### config.mk
export PLATFORM = sky130hd
export DESIGN_NAME = request_frame_validator_top_flat
export DESIGN_NICKNAME = d
export VERILOG_FILES = /design/src/rfv_pkg.sv /design/src/rfv_in_if.sv /design/src/rfv_out_if.sv /design/src/rfv_cfg_if.sv /design/src/rfv_cfg_regs.sv /design/src/rfv_step.sv /design/src/request_frame_validator_top.sv /design/src/flat_wrapper.sv
export VERILOG_INCLUDE_DIRS = /design/src /design/src/src
export SDC_FILE = /design/constraint.sdc
export NUM_CORES = 1
export LEC_CHECK = 0
export BUFFER_PORTS_ARGS = -buffer_cell sky130_fd_sc_hd__buf_4
export CAP_MARGIN = 10
export CORE_MARGIN = 4
export CORE_UTILIZATION = 38
export DETAILED_ROUTE_END_ITERATION = 10
export PLACE_DENSITY = 0.59
export SLEW_MARGIN = 10
export SYNTH_ARGS = -nofsm -noshare
export SYNTH_HDL_FRONTEND = slang
export SYNTH_SLANG_ARGS = --single-unit
### constraint.sdc
create_clock -name clk -period 3.1 [get_ports clk]
set_clock_uncertainty 0.1 [all_clocks]
set_input_delay 0.62 -clock clk [delete_from_list [all_inputs] [get_ports clk]]
set_output_delay 0.62 -clock clk [all_outputs]
set_load 0.1 [all_outputs]
### src/request_frame_validator_top_defines.svh
// Assertion macros for the request frame validator.
`ifndef REQUEST_FRAME_VALIDATOR_TOP_DEFINES_SVH
`define REQUEST_FRAME_VALIDATOR_TOP_DEFINES_SVH

`ifndef SYNTHESIS
// Condition that must hold at every edge outside reset.
`define RFV_ASSERT_HOLDS(label, cond, msg) \
  label: assert property (@(posedge clk) disable iff (rst) (cond)) else $error(msg);
// Same-cycle implication.
`define RFV_ASSERT_IMPL(label, ante, cons, msg) \
  label: assert property (@(posedge clk) disable iff (rst) (ante) |-> (cons)) else $error(msg);
// Next-cycle implication.
`define RFV_ASSERT_NEXT(label, ante, cons, msg) \
  label: assert property (@(posedge clk) disable iff (rst) (ante) |=> (cons)) else $error(msg);
`else
`define RFV_ASSERT_HOLDS(label, cond, msg)
`define RFV_ASSERT_IMPL(label, ante, cons, msg)
`define RFV_ASSERT_NEXT(label, ante, cons, msg)
`endif

`endif

### src/rfv_pkg.sv
// Types, codes and constants of the request frame validator.
package rfv_pkg;

  localparam int unsigned BYTE_W   = 8;
  localparam int unsigned LEN_W    = 16;
  localparam int unsigned COUNT_W  = LEN_W + 1;
  localparam int unsigned TAG_W    = 4;
  localparam int unsigned STATUS_W = 3;
  localparam int unsigned CFG_IDX_W = 2;
  localparam int unsigned CFG_DATA_W = 16;

  localparam logic [BYTE_W-1:0]  EXPECTED_VERSION_RST  = 8'd1;
  localparam logic [LEN_W-1:0]   MAX_FIELD_LENGTH_RST  = 16'd1024;
  localparam logic [LEN_W-1:0]   MAX_PAYLOAD_BYTES_RST = 16'd8192;
  localparam logic [COUNT_W-1:0] COUNT_SAT             = 17'h1_0000;

  typedef enum logic [CFG_IDX_W-1:0] {
    IDX_EXPECTED_VERSION  = 2'd0,
    IDX_MAX_FIELD_LENGTH  = 2'd1,
    IDX_MAX_PAYLOAD_BYTES = 2'd2
  } cfg_index_t;

  typedef enum logic [3:0] {
    PH_VERSION  = 4'd0,
    PH_ID_HI    = 4'd1,
    PH_ID_LO    = 4'd2,
    PH_ID_BODY  = 4'd3,
    PH_RS_HI    = 4'd4,
    PH_RS_LO    = 4'd5,
    PH_RS_BODY  = 4'd6,
    PH_FLAG     = 4'd7,
    PH_TR_HI    = 4'd8,
    PH_TR_LO    = 4'd9,
    PH_TR_BODY  = 4'd10,
    PH_CL_HI    = 4'd11,
    PH_CL_LO    = 4'd12,
    PH_CL_BODY  = 4'd13,
    PH_META_VER = 4'd14,
    PH_DONE     = 4'd15
  } phase_t;

  typedef enum logic [STATUS_W-1:0] {
    ST_OK       = 3'd0,
    ST_OVERSIZE = 3'd1,
    ST_BADVER   = 3'd2,
    ST_TOOLONG  = 3'd3,
    ST_EMPTYID  = 3'd4,
    ST_TRUNC    = 3'd5
  } status_t;

  typedef enum logic [TAG_W-1:0] {
    TAG_VERSION    = 4'd0,
    TAG_ID_LEN     = 4'd1,
    TAG_ID         = 4'd2,
    TAG_REASON_LEN = 4'd3,
    TAG_REASON     = 4'd4,
    TAG_FLAG       = 4'd5,
    TAG_TRACE_LEN  = 4'd6,
    TAG_TRACE      = 4'd7,
    TAG_CALLER_LEN = 4'd8,
    TAG_CALLER     = 4'd9,
    TAG_META_VER   = 4'd10,
    TAG_TRAILING   = 4'd11,
    TAG_DISCARD    = 4'd12
  } tag_t;

  typedef struct packed {
    logic [BYTE_W-1:0] expected_version;
    logic [LEN_W-1:0]  max_field_length;
    logic [LEN_W-1:0]  max_payload_bytes;
  } cfg_t;

  typedef struct packed {
    phase_t             phase;
    logic [LEN_W-1:0]   field_remaining;
    logic [BYTE_W-1:0]  length_high_byte;
    logic [COUNT_W-1:0] bytes_seen;
    status_t            first_error;
    logic               metadata_seen;
  } parse_state_t;

  localparam parse_state_t STATE_RST = '{
    phase:            PH_VERSION,
    field_remaining:  '0,
    length_high_byte: '0,
    bytes_seen:       '0,
    first_error:      ST_OK,
    metadata_seen:    1'b0
  };

  typedef struct packed {
    logic [BYTE_W-1:0] byte_value;
    tag_t              field_tag;
    logic              verdict_ready;
    status_t           status;
    logic              has_metadata;
  } result_t;

  function automatic tag_t phase_tag(input phase_t ph);
    tag_t t;
    case (ph)
      PH_VERSION:  t = TAG_VERSION;
      PH_ID_HI:    t = TAG_ID_LEN;
      PH_ID_LO:    t = TAG_ID_LEN;
      PH_ID_BODY:  t = TAG_ID;
      PH_RS_HI:    t = TAG_REASON_LEN;
      PH_RS_LO:    t = TAG_REASON_LEN;
      PH_RS_BODY:  t = TAG_REASON;
      PH_FLAG:     t = TAG_FLAG;
      PH_TR_HI:    t = TAG_TRACE_LEN;
      PH_TR_LO:    t = TAG_TRACE_LEN;
      PH_TR_BODY:  t = TAG_TRACE;
      PH_CL_HI:    t = TAG_CALLER_LEN;
      PH_CL_LO:    t = TAG_CALLER_LEN;
      PH_CL_BODY:  t = TAG_CALLER;
      PH_META_VER: t = TAG_META_VER;
      default:     t = TAG_TRAILING;
    endcase
    return t;
  endfunction

endpackage

### src/rfv_in_if.sv
// Request channel carrying payload bytes.
interface rfv_in_if;
  logic                            valid;
  logic                            ready;
  logic [rfv_pkg::BYTE_W-1:0]      payload_byte;
  logic                            end_of_payload;

  modport source (output valid, output payload_byte, output end_of_payload, input ready);
  modport sink   (input valid, input payload_byte, input end_of_payload, output ready);
endinterface

### src/rfv_out_if.sv
// Result channel carrying tagged bytes and the verdict.
interface rfv_out_if;
  logic                            valid;
  logic                            ready;
  logic [rfv_pkg::BYTE_W-1:0]      byte_value;
  logic [rfv_pkg::TAG_W-1:0]       field_tag;
  logic                            verdict_ready;
  logic [rfv_pkg::STATUS_W-1:0]    status;
  logic                            has_metadata;

  modport source (output valid, output byte_value, output field_tag, output verdict_ready,
                  output status, output has_metadata, input ready);
  modport sink   (input valid, input byte_value, input field_tag, input verdict_ready,
                  input status, input has_metadata, output ready);
endinterface

### src/rfv_cfg_if.sv
// Register write channel.
interface rfv_cfg_if;
  logic                              valid;
  logic                              ready;
  logic [rfv_pkg::CFG_IDX_W-1:0]     index;
  logic [rfv_pkg::CFG_DATA_W-1:0]    data;

  modport source (output valid, output index, output data, input ready);
  modport sink   (input valid, input index, input data, output ready);
endinterface

### src/rfv_cfg_regs.sv
// Configuration registers of the validator.
module rfv_cfg_regs (
  input  logic           clk,
  input  logic           rst,
  rfv_cfg_if.sink        cfg,
  output rfv_pkg::cfg_t  regs
);

  assign cfg.ready = 1'b1;

  always_ff @(posedge clk) begin
    if (rst) begin
      regs.expected_version  <= rfv_pkg::EXPECTED_VERSION_RST;
      regs.max_field_length  <= rfv_pkg::MAX_FIELD_LENGTH_RST;
      regs.max_payload_bytes <= rfv_pkg::MAX_PAYLOAD_BYTES_RST;
    end else if (cfg.valid) begin
      case (rfv_pkg::cfg_index_t'(cfg.index))
        rfv_pkg::IDX_EXPECTED_VERSION: begin
          regs.expected_version <= cfg.data[rfv_pkg::BYTE_W-1:0];
        end
        rfv_pkg::IDX_MAX_FIELD_LENGTH: begin
          regs.max_field_length <= cfg.data[rfv_pkg::LEN_W-1:0];
        end
        rfv_pkg::IDX_MAX_PAYLOAD_BYTES: begin
          regs.max_payload_bytes <= cfg.data[rfv_pkg::LEN_W-1:0];
        end
        default: begin
          // unmapped index: write is dropped
        end
      endcase
    end
  end

endmodule

### src/rfv_step.sv
// Parse step: next parse state and tagged result for one payload byte.
module rfv_step (
  input  rfv_pkg::parse_state_t        state,
  input  logic [rfv_pkg::BYTE_W-1:0]   payload_byte,
  input  logic                         end_of_payload,
  input  rfv_pkg::cfg_t                regs,
  output rfv_pkg::parse_state_t        state_next,
  output rfv_pkg::result_t             result
);

  rfv_pkg::parse_state_t  upd;
  logic [rfv_pkg::LEN_W-1:0] len;
  logic [rfv_pkg::LEN_W-1:0] rem_dec;
  logic                      len_too_long;
  logic                      len_zero;
  rfv_pkg::phase_t           body_ph;
  rfv_pkg::phase_t           after_ph;
  rfv_pkg::status_t          verdict;

  assign len          = {state.length_high_byte, payload_byte};
  assign len_too_long = len > regs.max_field_length;
  assign len_zero     = len == '0;
  assign rem_dec      = state.field_remaining - 1'b1;

  // where a string goes after its low length byte or its last body byte
  always_comb begin
    case (state.phase)
      rfv_pkg::PH_ID_LO, rfv_pkg::PH_ID_BODY: begin
        body_ph  = rfv_pkg::PH_ID_BODY;
        after_ph = rfv_pkg::PH_RS_HI;
      end
      rfv_pkg::PH_RS_LO, rfv_pkg::PH_RS_BODY: begin
        body_ph  = rfv_pkg::PH_RS_BODY;
        after_ph = rfv_pkg::PH_FLAG;
      end
      rfv_pkg::PH_TR_LO, rfv_pkg::PH_TR_BODY: begin
        body_ph  = rfv_pkg::PH_TR_BODY;
        after_ph = rfv_pkg::PH_CL_HI;
      end
      default: begin
        body_ph  = rfv_pkg::PH_CL_BODY;
        after_ph = rfv_pkg::PH_META_VER;
      end
    endcase
  end

  always_comb begin
    upd = state;
    if (state.bytes_seen != rfv_pkg::COUNT_SAT) begin
      upd.bytes_seen = state.bytes_seen + 1'b1;
    end
    if (state.first_error == rfv_pkg::ST_OK) begin
      case (state.phase)
        rfv_pkg::PH_VERSION: begin
          if (payload_byte != regs.expected_version) upd.first_error = rfv_pkg::ST_BADVER;
          else upd.phase = rfv_pkg::PH_ID_HI;
        end
        rfv_pkg::PH_ID_HI, rfv_pkg::PH_RS_HI, rfv_pkg::PH_TR_HI, rfv_pkg::PH_CL_HI: begin
          upd.length_high_byte = payload_byte;
          upd.phase = rfv_pkg::phase_t'(state.phase + 1'b1);
        end
        rfv_pkg::PH_ID_LO, rfv_pkg::PH_RS_LO, rfv_pkg::PH_TR_LO, rfv_pkg::PH_CL_LO: begin
          if (len_too_long) begin
            upd.first_error = rfv_pkg::ST_TOOLONG;
          end else if (len_zero && state.phase == rfv_pkg::PH_ID_LO) begin
            upd.first_error = rfv_pkg::ST_EMPTYID;
          end else if (len_zero) begin
            upd.phase = after_ph;
          end else begin
            upd.field_remaining = len;
            upd.phase = body_ph;
          end
        end
        rfv_pkg::PH_ID_BODY, rfv_pkg::PH_RS_BODY, rfv_pkg::PH_TR_BODY,
        rfv_pkg::PH_CL_BODY: begin
          upd.field_remaining = rem_dec;
          if (rem_dec == '0) upd.phase = after_ph;
        end
        rfv_pkg::PH_FLAG: begin
          if (payload_byte != '0) begin
            upd.metadata_seen = 1'b1;
            upd.phase = rfv_pkg::PH_TR_HI;
          end else begin
            upd.phase = rfv_pkg::PH_DONE;
          end
        end
        rfv_pkg::PH_META_VER: begin
          upd.phase = rfv_pkg::PH_DONE;
        end
        default: begin
          // trailing bytes after a complete parse
        end
      endcase
    end
  end

  // oversize outranks everything, then the recorded error, then truncation
  always_comb begin
    if (upd.bytes_seen > {1'b0, regs.max_payload_bytes}) verdict = rfv_pkg::ST_OVERSIZE;
    else if (upd.first_error != rfv_pkg::ST_OK) verdict = upd.first_error;
    else if (upd.phase != rfv_pkg::PH_DONE) verdict = rfv_pkg::ST_TRUNC;
    else verdict = rfv_pkg::ST_OK;
  end

  always_comb begin
    result.byte_value    = payload_byte;
    result.field_tag     = (state.first_error != rfv_pkg::ST_OK) ? rfv_pkg::TAG_DISCARD
                                                             : rfv_pkg::phase_tag(state.phase);
    result.verdict_ready = end_of_payload;
    result.status        = end_of_payload ? verdict : rfv_pkg::ST_OK;
    result.has_metadata  = upd.metadata_seen;
    state_next           = end_of_payload ? rfv_pkg::STATE_RST : upd;
  end

endmodule

### src/request_frame_validator_top.sv
// Request frame validator: tags each payload byte and gives a verdict on the last one.
//
// Channels: req takes one payload byte per request with an end_of_payload mark;
// rsp returns one result per request: the byte, its field tag and the metadata
// flag, and on the final byte verdict_ready with the status. cfg writes the
// expected version, the largest string length and the largest payload size;
// writes are taken at any time but must only be issued while the block is idle.
//
// Path: a request passes the input register, then the result register that also
// updates the parse state. Throughput: one request per cycle while rsp is taken;
// the parse state update between the two registers includes a 16-bit length
// compare and a 17-bit count compare.
//
// Reset: all parse state clears and the registers return to version 1, max
// length 1024 and max payload 8192. No clearing pass is needed.
// Stall: when rsp is not taken, the result holds, one more request waits in the
// input register, and req.ready drops until the result register frees.
`include "request_frame_validator_top_defines.svh"

module request_frame_validator_top (
  input  logic       clk,
  input  logic       rst,
  rfv_in_if.sink     req,
  rfv_out_if.source  rsp,
  rfv_cfg_if.sink    cfg
);

  rfv_pkg::cfg_t              regs;
  rfv_pkg::parse_state_t      state;
  rfv_pkg::parse_state_t      state_next;
  rfv_pkg::result_t           result;
  rfv_pkg::result_t           out_data;

  logic                       in_valid;
  logic [rfv_pkg::BYTE_W-1:0] in_byte;
  logic                       in_last;
  logic                       out_valid;
  logic                       advance;
  logic                       step_fire;

  assign advance   = !out_valid || rsp.ready;
  assign step_fire = in_valid && advance;
  assign req.ready = !in_valid || advance;

  rfv_cfg_regs u_cfg_regs (
    .clk  (clk),
    .rst  (rst),
    .cfg  (cfg),
    .regs (regs)
  );

  rfv_step u_step (
    .state          (state),
    .payload_byte   (in_byte),
    .end_of_payload (in_last),
    .regs           (regs),
    .state_next     (state_next),
    .result         (result)
  );

  always_ff @(posedge clk) begin
    if (rst) begin
      in_valid <= 1'b0;
    end else if (req.ready) begin
      in_valid <= req.valid;
    end
  end

  always_ff @(posedge clk) begin
    if (req.valid && req.ready) begin
      in_byte <= req.payload_byte;
      in_last <= req.end_of_payload;
    end
  end

  always_ff @(posedge clk) begin
    if (rst) begin
      out_valid <= 1'b0;
      state     <= rfv_pkg::STATE_RST;
    end else begin
      if (advance) out_valid <= in_valid;
      if (step_fire) state <= state_next;
    end
  end

  always_ff @(posedge clk) begin
    if (step_fire) begin
      out_data <= result;
    end
  end

  assign rsp.valid         = out_valid;
  assign rsp.byte_value    = out_data.byte_value;
  assign rsp.field_tag     = out_data.field_tag;
  assign rsp.verdict_ready = out_data.verdict_ready;
  assign rsp.status        = out_data.status;
  assign rsp.has_metadata  = out_data.has_metadata;

  // a status only rides on the final byte of a payload
  `RFV_ASSERT_IMPL(a_status_on_verdict, out_valid && !out_data.verdict_ready, out_data.status == rfv_pkg::ST_OK, "status without verdict")
  // parse state is back at reset after the final byte
  `RFV_ASSERT_NEXT(a_clear_after_last, step_fire && in_last, state.phase == rfv_pkg::PH_VERSION && state.bytes_seen == '0 && state.first_error == rfv_pkg::ST_OK, "state not cleared after final byte")
  // a waiting request is not dropped while the result register is full
  `RFV_ASSERT_NEXT(a_input_held, in_valid && !advance, in_valid && $stable(in_byte) && $stable(in_last), "pending request lost during stall")
  // the count moves only when a byte is consumed
  `RFV_ASSERT_NEXT(a_count_steady, !step_fire, $stable(state.bytes_seen), "byte count moved without a request")

endmodule
### src/flat_wrapper.sv
// flat-port wrapper written by rule: the top's interface ports become plain ports
module request_frame_validator_top_flat 
  (clk, rst, req_valid, req_payload_byte, req_end_of_payload, req_ready, rsp_valid, rsp_byte_value, rsp_field_tag, rsp_verdict_ready, rsp_status, rsp_has_metadata, rsp_ready, cfg_valid, cfg_index, cfg_data, cfg_ready);
  rfv_in_if req_i ();
  rfv_out_if rsp_i ();
  rfv_cfg_if cfg_i ();
  input  logic clk;
  input  logic rst;
  input wire logic [$bits(req_i.valid)-1:0] req_valid;
  input wire logic [$bits(req_i.payload_byte)-1:0] req_payload_byte;
  input wire logic [$bits(req_i.end_of_payload)-1:0] req_end_of_payload;
  output wire logic [$bits(req_i.ready)-1:0] req_ready;
  output wire logic [$bits(rsp_i.valid)-1:0] rsp_valid;
  output wire logic [$bits(rsp_i.byte_value)-1:0] rsp_byte_value;
  output wire logic [$bits(rsp_i.field_tag)-1:0] rsp_field_tag;
  output wire logic [$bits(rsp_i.verdict_ready)-1:0] rsp_verdict_ready;
  output wire logic [$bits(rsp_i.status)-1:0] rsp_status;
  output wire logic [$bits(rsp_i.has_metadata)-1:0] rsp_has_metadata;
  input wire logic [$bits(rsp_i.ready)-1:0] rsp_ready;
  input wire logic [$bits(cfg_i.valid)-1:0] cfg_valid;
  input wire logic [$bits(cfg_i.index)-1:0] cfg_index;
  input wire logic [$bits(cfg_i.data)-1:0] cfg_data;
  output wire logic [$bits(cfg_i.ready)-1:0] cfg_ready;
  assign req_i.valid = req_valid;
  assign req_i.payload_byte = req_payload_byte;
  assign req_i.end_of_payload = req_end_of_payload;
  assign req_ready = req_i.ready;
  assign rsp_valid = rsp_i.valid;
  assign rsp_byte_value = rsp_i.byte_value;
  assign rsp_field_tag = rsp_i.field_tag;
  assign rsp_verdict_ready = rsp_i.verdict_ready;
  assign rsp_status = rsp_i.status;
  assign rsp_has_metadata = rsp_i.has_metadata;
  assign rsp_i.ready = rsp_ready;
  assign cfg_i.valid = cfg_valid;
  assign cfg_i.index = cfg_index;
  assign cfg_i.data = cfg_data;
  assign cfg_ready = cfg_i.ready;
  request_frame_validator_top u_core (.clk(clk), .rst(rst), .req(req_i), .rsp(rsp_i), .cfg(cfg_i));
endmodule
# Yosys cells after proc, flatten, opt, wreduce, memory -nomap -nowiden
# Memory sizes are Yosys's and may differ from the RTL's. A register that Yosys moved wholly into a read port is not among the register bits.
# Index checks and enable logic that the tools add are counted.
[totals] reg_bits=113 rom_bits=64 in_bits=32 output_inout_bits=20 n_memories=1
[memory_table] name="(no name shown)" depth=16 word_bits=4 read_ports=1 rd_clocked_by_memory_dff=1 wr=0 line_no="rfv_pkg.sv:101" source="case (ph)"
[classes] addsub=3 order_cmp=2 eq_ne=22 muxes=25 bitwise=1 n_reduce_logical=30
[ops] cell="$mux 49" n=1
[ops] cell="$mux 20" n=2
[ops] cell="$logic_not 16->1" n=2
[ops] cell="$pmux 16 s2" n=1
[ops] cell="$eq 4x4->1 const B" n=7
[ops] cell="$mux 28" n=1
[ops] cell="$pmux 4 s3" n=2
[ops] cell="$pmux 4 s6" n=1
[ops] cell="$mux 3" n=6
[ops] cell="$add 17x1->17 const B" n=1
[ops] cell="$gt 17x16->1" n=1
[ops] cell="$mux 17" n=1
[ops] cell="$ne 17x17->1 const B" n=1
[ops] cell="$eq 4x3->1 const B" n=4
[ops] cell="$gt 16x16->1" n=1
[ops] cell="$mux 16" n=1
[ops] cell="$mux 4" n=4
[ops] cell="$sub 16x1->16 const B" n=1
[ops] cell="$reduce_or 4->1" n=3
[ops] cell="$ne 3x2->1 const B" n=3
[ops] cell="$reduce_bool 3->1" n=3
[ops] cell="$eq 4x2->1 const B" n=2
[ops] cell="$mux 8" n=1
[ops] cell="$ne 8x8->1" n=1
[ops] cell="20 further kinds" n=32

# Longest topological paths before layout
# Gate-level depths: netlist of run 1.
[depth] ltp_word=12 depth_mapped=16 depth_no_buf=16

# Cells and area by module
# From an unflattened synthesis of run 1, not the netlist that was laid out.
[hier_totals] cells_unflattened=878 area_unflattened_um2=7937.6
[by_module_without_submodules] module="rfv_step" n_inst=1 cells_per_inst=474 area_each_um2=3163.0
[by_module_without_submodules] module="request_frame_validator_top" n_inst=1 cells_per_inst=249 area_each_um2=3106.7
[by_module_without_submodules] module="rfv_cfg_regs" n_inst=1 cells_per_inst=155 area_each_um2=1667.8

# Worst setup path after synthesis of run 1
# Ideal clock, no wire load.
[synth_path] path_kind="flip-flop to flip-flop" startpoint="register, netlist name u_core.state[8]" endpoint="register u_core.out_data, in the netlist u_core.rsp.status[0] (data pin)" setup_time_ps=261 arrival_ps=2911 slack_ps=-172 stages_incl_launch_ff=13 n_path_buf=1 synth_period_minus_slack_ps=3272 path_cell_list="dfxtp_1 -> clkbuf_1 -> and4_1 -> and3_1 -> and4_1 -> nand4_1 -> xnor2_1 -> ha_1 -> or4_1 -> a211o_1 -> a311o_1 -> a32oi_1 -> nand2_1"
[synth_via] elab_chain_cells=4 word_cells_on_any_way=5 cone_classes="1 x add/sub; 1 x order compare; 1 x eq/ne; 2 x mux"
[synth_rtl] element="$add 17x1->17 / $ne 17x17->1 (equally long branches)" line_no="rfv_step.sv:50, rfv_step.sv:49"
[synth_rtl] element="$mux 17 *" line_no="rfv_step.sv:49" source="if (state.bytes_seen != rfv_pkg::COUNT_SAT) begin"
[synth_rtl] element="$gt 17x16->1 *" line_no="rfv_step.sv:99" source="if (upd.bytes_seen > {1'b0, regs.max_payload_bytes}) verdict = rfv_pkg::ST_OVERSIZE;"
[synth_rtl] element="$mux 1 *" line_no="rfv_step.sv:99"
[synth_rtl] element="end signal: assignment" line_no="request_frame_validator_top.sv:88" source="out_data <= result;"
[synth_rtl] element="end: declaration" line_no="request_frame_validator_top.sv:32" source="rfv_pkg::result_t out_data;"
# Every way passes the cells marked *; elsewhere a longest branch is shown, timed or not.
# A chain may end at the register's enable or synchronous reset.

# Worst setup path in the final report of run 1
[layout_path] startpoint="register, netlist name u_core.state[4]" endpoint="register, netlist name u_core.state[4]"
[layout_via] elab_chain_cells=3 word_cells_on_any_way=4 cone_classes="1 x add/sub; 1 x eq/ne; 2 x mux"
[layout_rtl] element="$add 17x1->17 / $ne 17x17->1 (equally long branches)" line_no="rfv_step.sv:50, rfv_step.sv:49"
[layout_rtl] element="$mux 17 *" line_no="rfv_step.sv:49"
[layout_rtl] element="$mux 49 *" line_no="rfv_step.sv:112" source="state_next = end_of_payload ? rfv_pkg::STATE_RST : upd;"
# Marks and branches as above.

==> results.ini, run 1 <==
[critical_path]
required_ns=3.34
worstReg2RegStart=u_core.state[4]
reg2reg_depth=21
crit_end=u_core.state[4]
r2r_slack_ns=-0.15
crit_type=flip-flop to flip-flop
crit_fanout=4
startpoint_type=flip-flop
reg2reg_to=u_core.state[4]
critPathCaptureType=flip-flop
critPathArrivalTime_ns=3.49
cp-startpoint=u_core.state[4]

[clock_network]
clockBufferDepth=2
path_clk_slew_ns=0.05
postCtsHoldBufs=0
cts_tree=yes
cts_max_level=4
cts_buffers=17
insertion_delay_ns=0.42
root_buffer=clkbuf_16
clock-sinks=117

[finish]
fin_nets=1046
drive_above_1_share=0.243
antennaDiodeCount=0
area.growth.synth_to_final_pct=29.5
final_core_util=0.509

[grt]
grt_pass1_vias=6393
grt-ovfl-total=0
grt_usage=0.204
antenna_found_initial=0
grt_max_degree=50
grt_pass1_wl_um=33000

[die]
coreArea_um2=17500
die_width_um=143
dieArea_um2=20300
rows=48
io_pins=52
start_util=0.393
die_height_um=143

[power_and_ir_drop]
p_leak_nw=3.62
peakVddDrop_mv=0.402
power.density_nw_per_um2=469

[yosys]
synth.avg_cell_area_um2=8.17
synth_cell_types=79
ys_ff_latch=117
yosysSeqAreaShare=0.378
synth_ff_type=dfxtp_1
synth_cells=843
synth_edf_count=26
syn_nets=918
synthArstFlopShare=0
synth_area_um2=6890
yosysWarnings=0

[hold_path]
hp-class=input pin to flip-flop

[timing]
layout_setup_ws_ns=-0.148
grt_setup_unrepaired=yes
fin_setup_tns_ns=-0.371
hold_slack_ns=0.273
final_max_slew_viol_count=0
tightest_slew_ns=0.915
setup_viol_count_final=4
fin_crit_ns=3.25
slew_headroom=0.390
hold_viol_final=0
maxClockFrequency_ghz=0.308
fin_crit_sh=1.05

[placed_design]
gp_congestion=0.918
port-buffer-count=50
place_hpwl_um=14400

[status]
outcome=finished with violations
failed_checks=negative setup slack

[run]
cap_violations=0

[route]
drc=0
drt-pass1-iter-count=5
avgRoutedWirePerCell_um=16.7
vias=6487
viasPerCell=5.37
drt_iter0_drc=422
routed_wl_um=20200
ant_nets=0

## through the flow
step                      instance area [µm²]  total power [mW]  instances  setup WS (ns)
after global placement                   8050              2.19       1160        -0.0645
final                                    8920              4.19       1209         -0.148
after detailed placement                 8050              2.19       1160         -0.134
after global routing                     8920              4.34       1209         -0.314
after CTS                                8850              4.21       1208        -0.0374
after floorplan                          6910              2.00        843         0.0284
## worst min-delay path by stage
stage	slack, ns	cells past startpoint	end	start
after floorplan	0.32	0	u_core.rsp.verdict_ready	u_core.in_last
after global placement	0.34	2	u_core.u_cfg_regs.regs[21]	u_core.u_cfg_regs.regs[21]
after detailed placement	0.35	2	u_core.u_cfg_regs.regs[23]	u_core.u_cfg_regs.regs[23]
after CTS	0.26	1	u_core.in_byte[1]	req_payload_byte[1]
after global routing	0.26	1	u_core.in_byte[1]	req_payload_byte[1]
final	0.27	1	u_core.in_byte[5]	req_payload_byte[5]
## registers in the layout, indices dropped and copies added (netlist names)
name and count:
u_core.in_valid 1, u_core.state 49, u_core.rsp.field_tag 4, u_core.rsp.byte_value 8
u_core.in_last 1, u_core.rsp.has_metadata 1, u_core.rsp.valid 1, u_core.rsp.status 3
u_core.u_cfg_regs.regs 40, u_core.in_byte 8, u_core.rsp.verdict_ready 1
## critical path, cell delays in order (launching register included)
cell	delay, ns
dfxtp_2	0.32
inv_2	0.05
ha_1	0.15
nor4b_4	0.19
nand4_1	0.23
buf_4	0.21
buf_4	0.12
buf_4	0.12
buf_4	0.12
buf_4	0.12
buf_4	0.12
buf_4	0.12
buf_4	0.12
buf_4	0.13
buf_4	0.12
buf_4	0.12
buf_4	0.12
buf_4	0.12
buf_4	0.12
o21ai_1	0.11
nand2_1	0.10
a21oi_2	0.14
## cell usage after synthesis, drive strengths merged (3+ instances only)
cell | n | area (µm²)
o21ai | 26 | 134
dfxtp | 91 | 1820
nand3 | 37 | 185
a211oi | 8 | 65.1
a22oi | 15 | 118
nor2b | 7 | 43.8
a21oi | 83 | 415
nor3 | 13 | 75.1
nor2 | 78 | 295
a211o | 7 | 61.3
a21o | 5 | 37.5
nand2b | 7 | 46.3
o22ai | 16 | 100
and3 | 5 | 31.3
edfxtp | 26 | 781
o21a | 4 | 30.0
and4 | 4 | 35.0
nand2 | 127 | 477
nor4b | 5 | 50.0
buf | 13 | 76.3
o21bai | 4 | 30.0
a31oi | 6 | 37.5
mux2i | 9 | 93.8
nor3b | 3 | 22.5
nand4 | 15 | 93.8
inv | 46 | 173
xor2 | 16 | 140
xnor2 | 23 | 201
or3 | 5 | 36.3
ha | 43 | 538
and2 | 4 | 25.0
clkbuf | 39 | 146
nor4 | 10 | 75.1
or4 | 6 | 45.0
## routing by layer
metal | up-vias | track usage | routed length (µm) | share of wire
met5 | - | 0 | 0 | 0
met4 | 0 | 0.0710 | 349 | 0.017
met3 | 25 | 0.0482 | 1140 | 0.057
met2 | 189 | 0.323 | 9370 | 0.46
met1 | 3029 | 0.272 | 9320 | 0.46
li1 | 3244 | - | - | -
## layout by cell type, fill, tap and decap left out, types with 16 or more instances in the layout
cell type	count
o22ai_1	16
xnor2_1	20
ha_1	39
inv_1	43
a21oi_1	81
nand2_1	127
dfxtp_1	84
xor2_1	16
nor2_1	76
buf_4	160
nand3_1	36
clkbuf_16	17
edfxtp_1	26
## report_power, final
group	internal, mW	switching, mW	leakage, nW
Sequential	1.60	0.0342	0.990
Clock	1.32	0.697	0.291
Combinational	0.199	0.337	2.34
## layout make-up
type                       instances  area (µm²)
sequential                       117        2610
clock inverter                    10         128
timing repair buffer             161        1220
tap                              225         282
multi-input combinational        628        4030
fill                            1721        8620
clock buffer                      22         474
inverter                          46         173
## cell families after synthesis
family | share of synthesized area
XOR/XNOR | 0.0496
other | 0.000545
adder cells (fa/ha/maj) | 0.0781
buffers and inverters | 0.0574
multiplexers | 0.0169
flip-flops | 0.378
AO/OA/AOI/OAI | 0.187
AND/OR/NAND/NOR | 0.233
## timing repair
item / CTS / global route
buffers inserted: 16 / 1
pin swaps: 16 / 6
endpoints found under the hold margin: 0 / 0
endpoints found under the setup margin: 3 / 13
gates resized for setup: 24 / 16
Power figures use the tool's default switching activity.
==> run 2, diff against run 1 <==
CELL_PAD_IN_SITES_DETAIL_PLACEMENT = 0   (was default)
CELL_PAD_IN_SITES_GLOBAL_PLACEMENT = 1   (was default)
PLACE_DENSITY = 0.73   (was 0.59)
==> run 2 against run 1 <==
Effect of this change: the run still ends with negative setup slack left; clock-buffer cell count up 3; worst setup slack better by 0.11 ns; sequential share of layout area up 0.79 points; via count down 1.7%; combinational power up 1%; die area unchanged; fmax up 3.6%; cell count down 1.4%; register-to-register slack better by 0.11 ns; core utilization down 1.4 points; first-iteration DRC count up 0.24%; largest cell class unchanged; highest routed layer unchanged.
==> results.ini, run 2 (synthesis gave the netlist of run 1 again) <==
[route]
drc=0
drt_iter0_drc=423
viasPerCell=5.35
vias=6377
wl_met2_um=9310
ant_nets=0
routed.top_layer=met4
wl_met1_um=9760
dr_wl_met3_um=829
routed_wl_um=20300
avgRoutedWirePerCell_um=17.1
drt-pass1-iter-count=5

[placed_design]
port-buffer-count=50
pre_cts_ws_ns=-0.0624
gp_congestion=0.882
dp.cells=1159
postPlaceCellArea_um2=8060
place_hpwl_um=14700

[grt]
grt-ovfl-total=0
grt_pass1_vias=6129
grt_usage=0.204
grt_pass1_wl_um=32800
antenna_found_initial=0
grt_max_degree=61

[finish]
drive_above_1_share=0.216
final_common_cell=buf_4
reg_top3=u_core.state x49, u_core.u_cfg_regs.regs x40
area.growth.synth_to_final_pct=25.9
final_cell_mix=buf_4 (143), nand2_1 (127), dfxtp_1 (87)
finalNonFillerCells=1192
fin_nets=1030
largest_register_ffs=49
postLayoutCellArea_um2=8670
antennaDiodeCount=0
largest-register=u_core.state

[critical_path]
cp_slowest_cell=dfxtp_2
worst-path-buf-inv=1
r2r_slack_ns=-0.03
cp-startpoint=u_core.state[17]
reg2reg_to=u_core.rsp.status[0]
reg2reg_depth=14
cpMostUsedCell=o21ai_1
startpoint_type=flip-flop
critPathArrivalTime_ns=3.20
worstReg2RegStart=u_core.state[17]
critPathCaptureType=flip-flop
max_stage_delay_ns=0.34
cp_cell_sequence=nor4b_4 > buf_4 > nand4_1 > o21ai_2 > ha_1 > nor2b_1 > o21ai_1 > nand2b_1 > a21oi_2 > o21ai_1 > a211o_1 > a311o_1 > a32oi_1 > nand2_1
crit_type=flip-flop to flip-flop
cp_top_family=compound AO/OA/AOI/OAI gates
crit_fanout=4
required_ns=3.16

[power_and_ir_drop]
power_frac_seq=0.420
p_comb_frac=0.139
swShare=0.273
p_clk_frac=0.441
p_leak_nw=3.50
totalPowerFinal_mw=3.90
internal_power_mw=2.84
power.density_nw_per_um2=450
peakVddDrop_mv=0.392
p_sw_mw=1.06

[hold_path]
timing.hold.worst.start=req_payload_byte[7]
hp-class=input pin to flip-flop
hold_end=u_core.in_byte[7]
hold_depth=1

[clock_network]
clockBufferDepth=2
clock-sinks=117
cts_buffers=17
cts_max_level=4
path_clk_slew_ns=0.06
insertion_delay_ns=0.42
postCtsHoldBufs=0
root_buffer=clkbuf_16
cts_tree=yes

[status]
failed_checks=negative setup slack
outcome=finished with violations

[die]
die_width_um=143
start_util=0.393
rows=48
io_pins=52
dieArea_um2=20300
die_height_um=143
coreArea_um2=17500

[timing]
tightest_slew_ns=0.744
fin_crit_sh=1.01
setup_viol_count_final=1
fin_setup_tns_ns=-0.0340
hold_viol_final=0
grt_setup_unrepaired=yes
slew_headroom=0.504
maxClockFrequency_ghz=0.319
layout_setup_ws_ns=-0.0340
final_max_slew_viol_count=0
fin_crit_ns=3.13

[run]
cap_violations=0

[run 2: changes by cell type in the layout (fill, tap and decap cells not counted), sizes merged]
cell,change
buf,-16
inv,+1
clkinvlp,-2
clkbuf,+3
bufinv,-3
[run 2: metrics by stage]
stage          utilization  hold WS [ns]
2_1_floorplan            -         0.324
4_1_cts              0.490         0.258
6_report             0.494         0.271
3_3_place_gp         0.459         0.344
5_1_grt              0.494         0.258
3_5_place_dp         0.459         0.348
[run 2: worst max-delay path by stage]
| stage | end | cells past startpoint |
|---|---|---|
| 3_5_place_dp | u_core.rsp.status[0] | 14 |
| 5_1_grt | u_core.rsp.status[0] | 14 |
| 6_report | u_core.rsp.status[0] | 14 |
| 2_1_floorplan | u_core.rsp.status[0] | 12 |
| 4_1_cts | u_core.rsp.status[0] | 11 |
| 3_3_place_gp | u_core.rsp.status[0] | 14 |
[run 2: power by group through the flow]
stage | Clock (mW) | Combinational (mW) | Sequential, mW
final | 1.72 | 0.542 | 1.64
after global routing | 1.82 | 0.591 | 1.64
after CTS | 1.75 | 0.530 | 1.64
after detailed placement | 0 | 0.524 | 1.67
after global placement | 0 | 0.524 | 1.67
after floorplan | 0 | 0.269 | 1.74
[run 2: what timing repair did]
action | in CTS | in global routing
setup buffers | 1 | 1
pin swaps | 6 | 11
endpoints found under the setup margin | 3 | 23
gates resized for setup | 8 | 19
[run 2: per-layer routing]
metal,vias to the layer above,global-route usage
met5,-,0
met4,0,0.0685
met3,30,0.0402
met2,130,0.318
met1,3008,0.284
li1,3209,-
[run 2: area by class of cell]
type	instances	area (µm²)
flip-flops and latches	117	2610
well taps	225	282
fillers	1750	8870
repair buffers	145	1110
clock inverters	6	31.3
inverters	46	173
multi-input cells	628	4000
clock buffers	25	465
==> run 3, diff against run 2 <==
--- a/config.mk
+++ b/config.mk
@@ -13,5 +13,5 @@
 export CORE_MARGIN = 4
-export CORE_UTILIZATION = 38
+export CORE_UTILIZATION = 41
 export DETAILED_ROUTE_END_ITERATION = 10
-export PLACE_DENSITY = 0.73
+export PLACE_DENSITY = 0.78
 export SLEW_MARGIN = 10
==> constraint.sdc (replaced) <==
create_clock -name clk -period 3.1 [get_ports clk]
set_clock_uncertainty 0.1 [all_clocks]
set_input_delay 0.155 -clock clk [delete_from_list [all_inputs] [get_ports clk]]
set_output_delay 0.155 -clock clk [all_outputs]
set_load 0.1 [all_outputs]
==> run 3 against run 2 <==
Effect of this change: the run still ends with negative setup slack left; global-route usage up 1.3 points; non-clock buffer count up 27; cell count up 1.9%; fmax down 1.8%; final area up 4.0%; critical path type unchanged; critical endpoint unchanged.
==> results.ini, run 3 (synthesis gave the netlist of run 1 again) <==
[power_and_ir_drop]
peakVddDrop_mv=0.389
p_leak_nw=3.64
power.density_nw_per_um2=467
totalPowerFinal_mw=4.21

[finish]
final_common_cell=buf_4
final_cell_mix=buf_4 (140), nand2_1 (126), dfxtp_1 (88)
largest_register_ffs=49
fin_nets=1057
largest-register=u_core.state
final_core_util=0.545
area.growth.synth_to_final_pct=30.9
postLayoutCellArea_um2=9010
antennaDiodeCount=0
drive_above_1_share=0.208
reg_top3=u_core.state x49, u_core.u_cfg_regs.regs x40

[placed_design]
place_hpwl_um=14400
postPlaceCellArea_um2=8040
gp_congestion=0.921
port-buffer-count=50
pre_cts_ws_ns=-0.139

[die]
dieArea_um2=18900
io_pins=52
die_width_um=138
rows=47
coreArea_um2=16500
die_height_um=138
start_util=0.417

[route]
avgRoutedWirePerCell_um=16.4
wl_met2_um=9090
vias=6469
dr_wl_met3_um=895
routed_wl_um=19900
drt-pass1-iter-count=5
routed.top_layer=met4
viasPerCell=5.32
wl_met1_um=9510
ant_nets=0
drc=0
drt_iter0_drc=432

[timing]
setup_viol_count_final=2
hold_viol_final=0
tightest_slew_ns=0.746
layout_setup_ws_ns=-0.0920
fin_setup_tns_ns=-0.0926
maxClockFrequency_ghz=0.313
fin_crit_sh=1.03
grt_setup_unrepaired=yes
fin_crit_ns=3.19
slew_headroom=0.502
final_max_slew_viol_count=0

[critical_path]
crit_type=flip-flop to flip-flop
cpMostUsedCell=and4_1
worstSetupPathDepth=11
startpoint_type=flip-flop
required_ns=3.17
cp_slowest_cell=or4_1
reg2reg_depth=11
critPathCaptureType=flip-flop
critPathArrivalTime_ns=3.26
cp_top_family=simple AND/OR/NAND/NOR gates
crit_fanout=3
cp_cell_sequence=and4_1 > and3_4 > and4_1 > nand4_1 > xnor2_1 > ha_2 > or4_1 > a211o_1 > a311o_1 > a32oi_1 > nand2_1
max_stage_delay_ns=0.52
worst-path-buf-inv=0

[hold_path]
hold_depth=2
hp-class=input pin to flip-flop

[clock_network]
cts_tree=yes
root_buffer=clkbuf_16
cts_max_level=4
clock-sinks=117
path_clk_slew_ns=0.06
cts_buffers=17
clockBufferDepth=2
insertion_delay_ns=0.42

[status]
outcome=finished with violations
failed_checks=negative setup slack

[grt]
grt_pass1_vias=6233
antenna_found_initial=0
grt-ovfl-total=0
grt_max_degree=68
grt_usage=0.218
grt_pass1_wl_um=32300

[run]
cap_violations=0

==> run 3: final cells by class <==
type                       instances  area (µm²)
fill                            1548        7510
sequential                       117        2610
inverter                          46         173
tap                              220         275
clock buffer                      21         462
clock inverter                    11         130
timing repair buffer             172        1390
multi-input combinational        628        3970
==> run 3: path summary, 6_finish.rpt <==
kind,end,start,slack (ns)
max,u_core.rsp.status[0],u_core.state[11],-0.09
min,u_core.in_valid,rst,0.15
min reg2reg,u_core.u_cfg_regs.regs[4],u_core.u_cfg_regs.regs[4],0.35
max reg2reg,u_core.rsp.status[0],u_core.state[11],-0.09
==> run 3: stage by stage <==
step | std cells | hold WS (ns)
floorplan | 843 | 0.154
detailed placement | 1152 | 0.235
finish | 1215 | 0.148
global placement | 1152 | 0.235
global route | 1215 | 0.195
CTS | 1213 | 0.164
==> run 3: power breakdown <==
part,switching (mW),internal [mW],total (mW)
logic,0.348,0.229,0.577
clock network,0.699,1.30,2.00
registers,0.0303,1.61,1.64
==> run 3: layer usage <==
metal | GRT usage | up-vias
li1 | - | 3269
met1 | 0.302 | 2999
met2 | 0.341 | 169
met3 | 0.0387 | 32
met4 | 0.0732 | 0
met5 | 0 | -
==> run 3: what timing repair did <==
action,4_1_cts,5_1_grt
endpoints found under the setup margin,3,6
buffers inserted,1,2
hold buffers,28,0
hold endpoints to repair,51,0
gates resized for setup,7,17
pin swaps,6,5
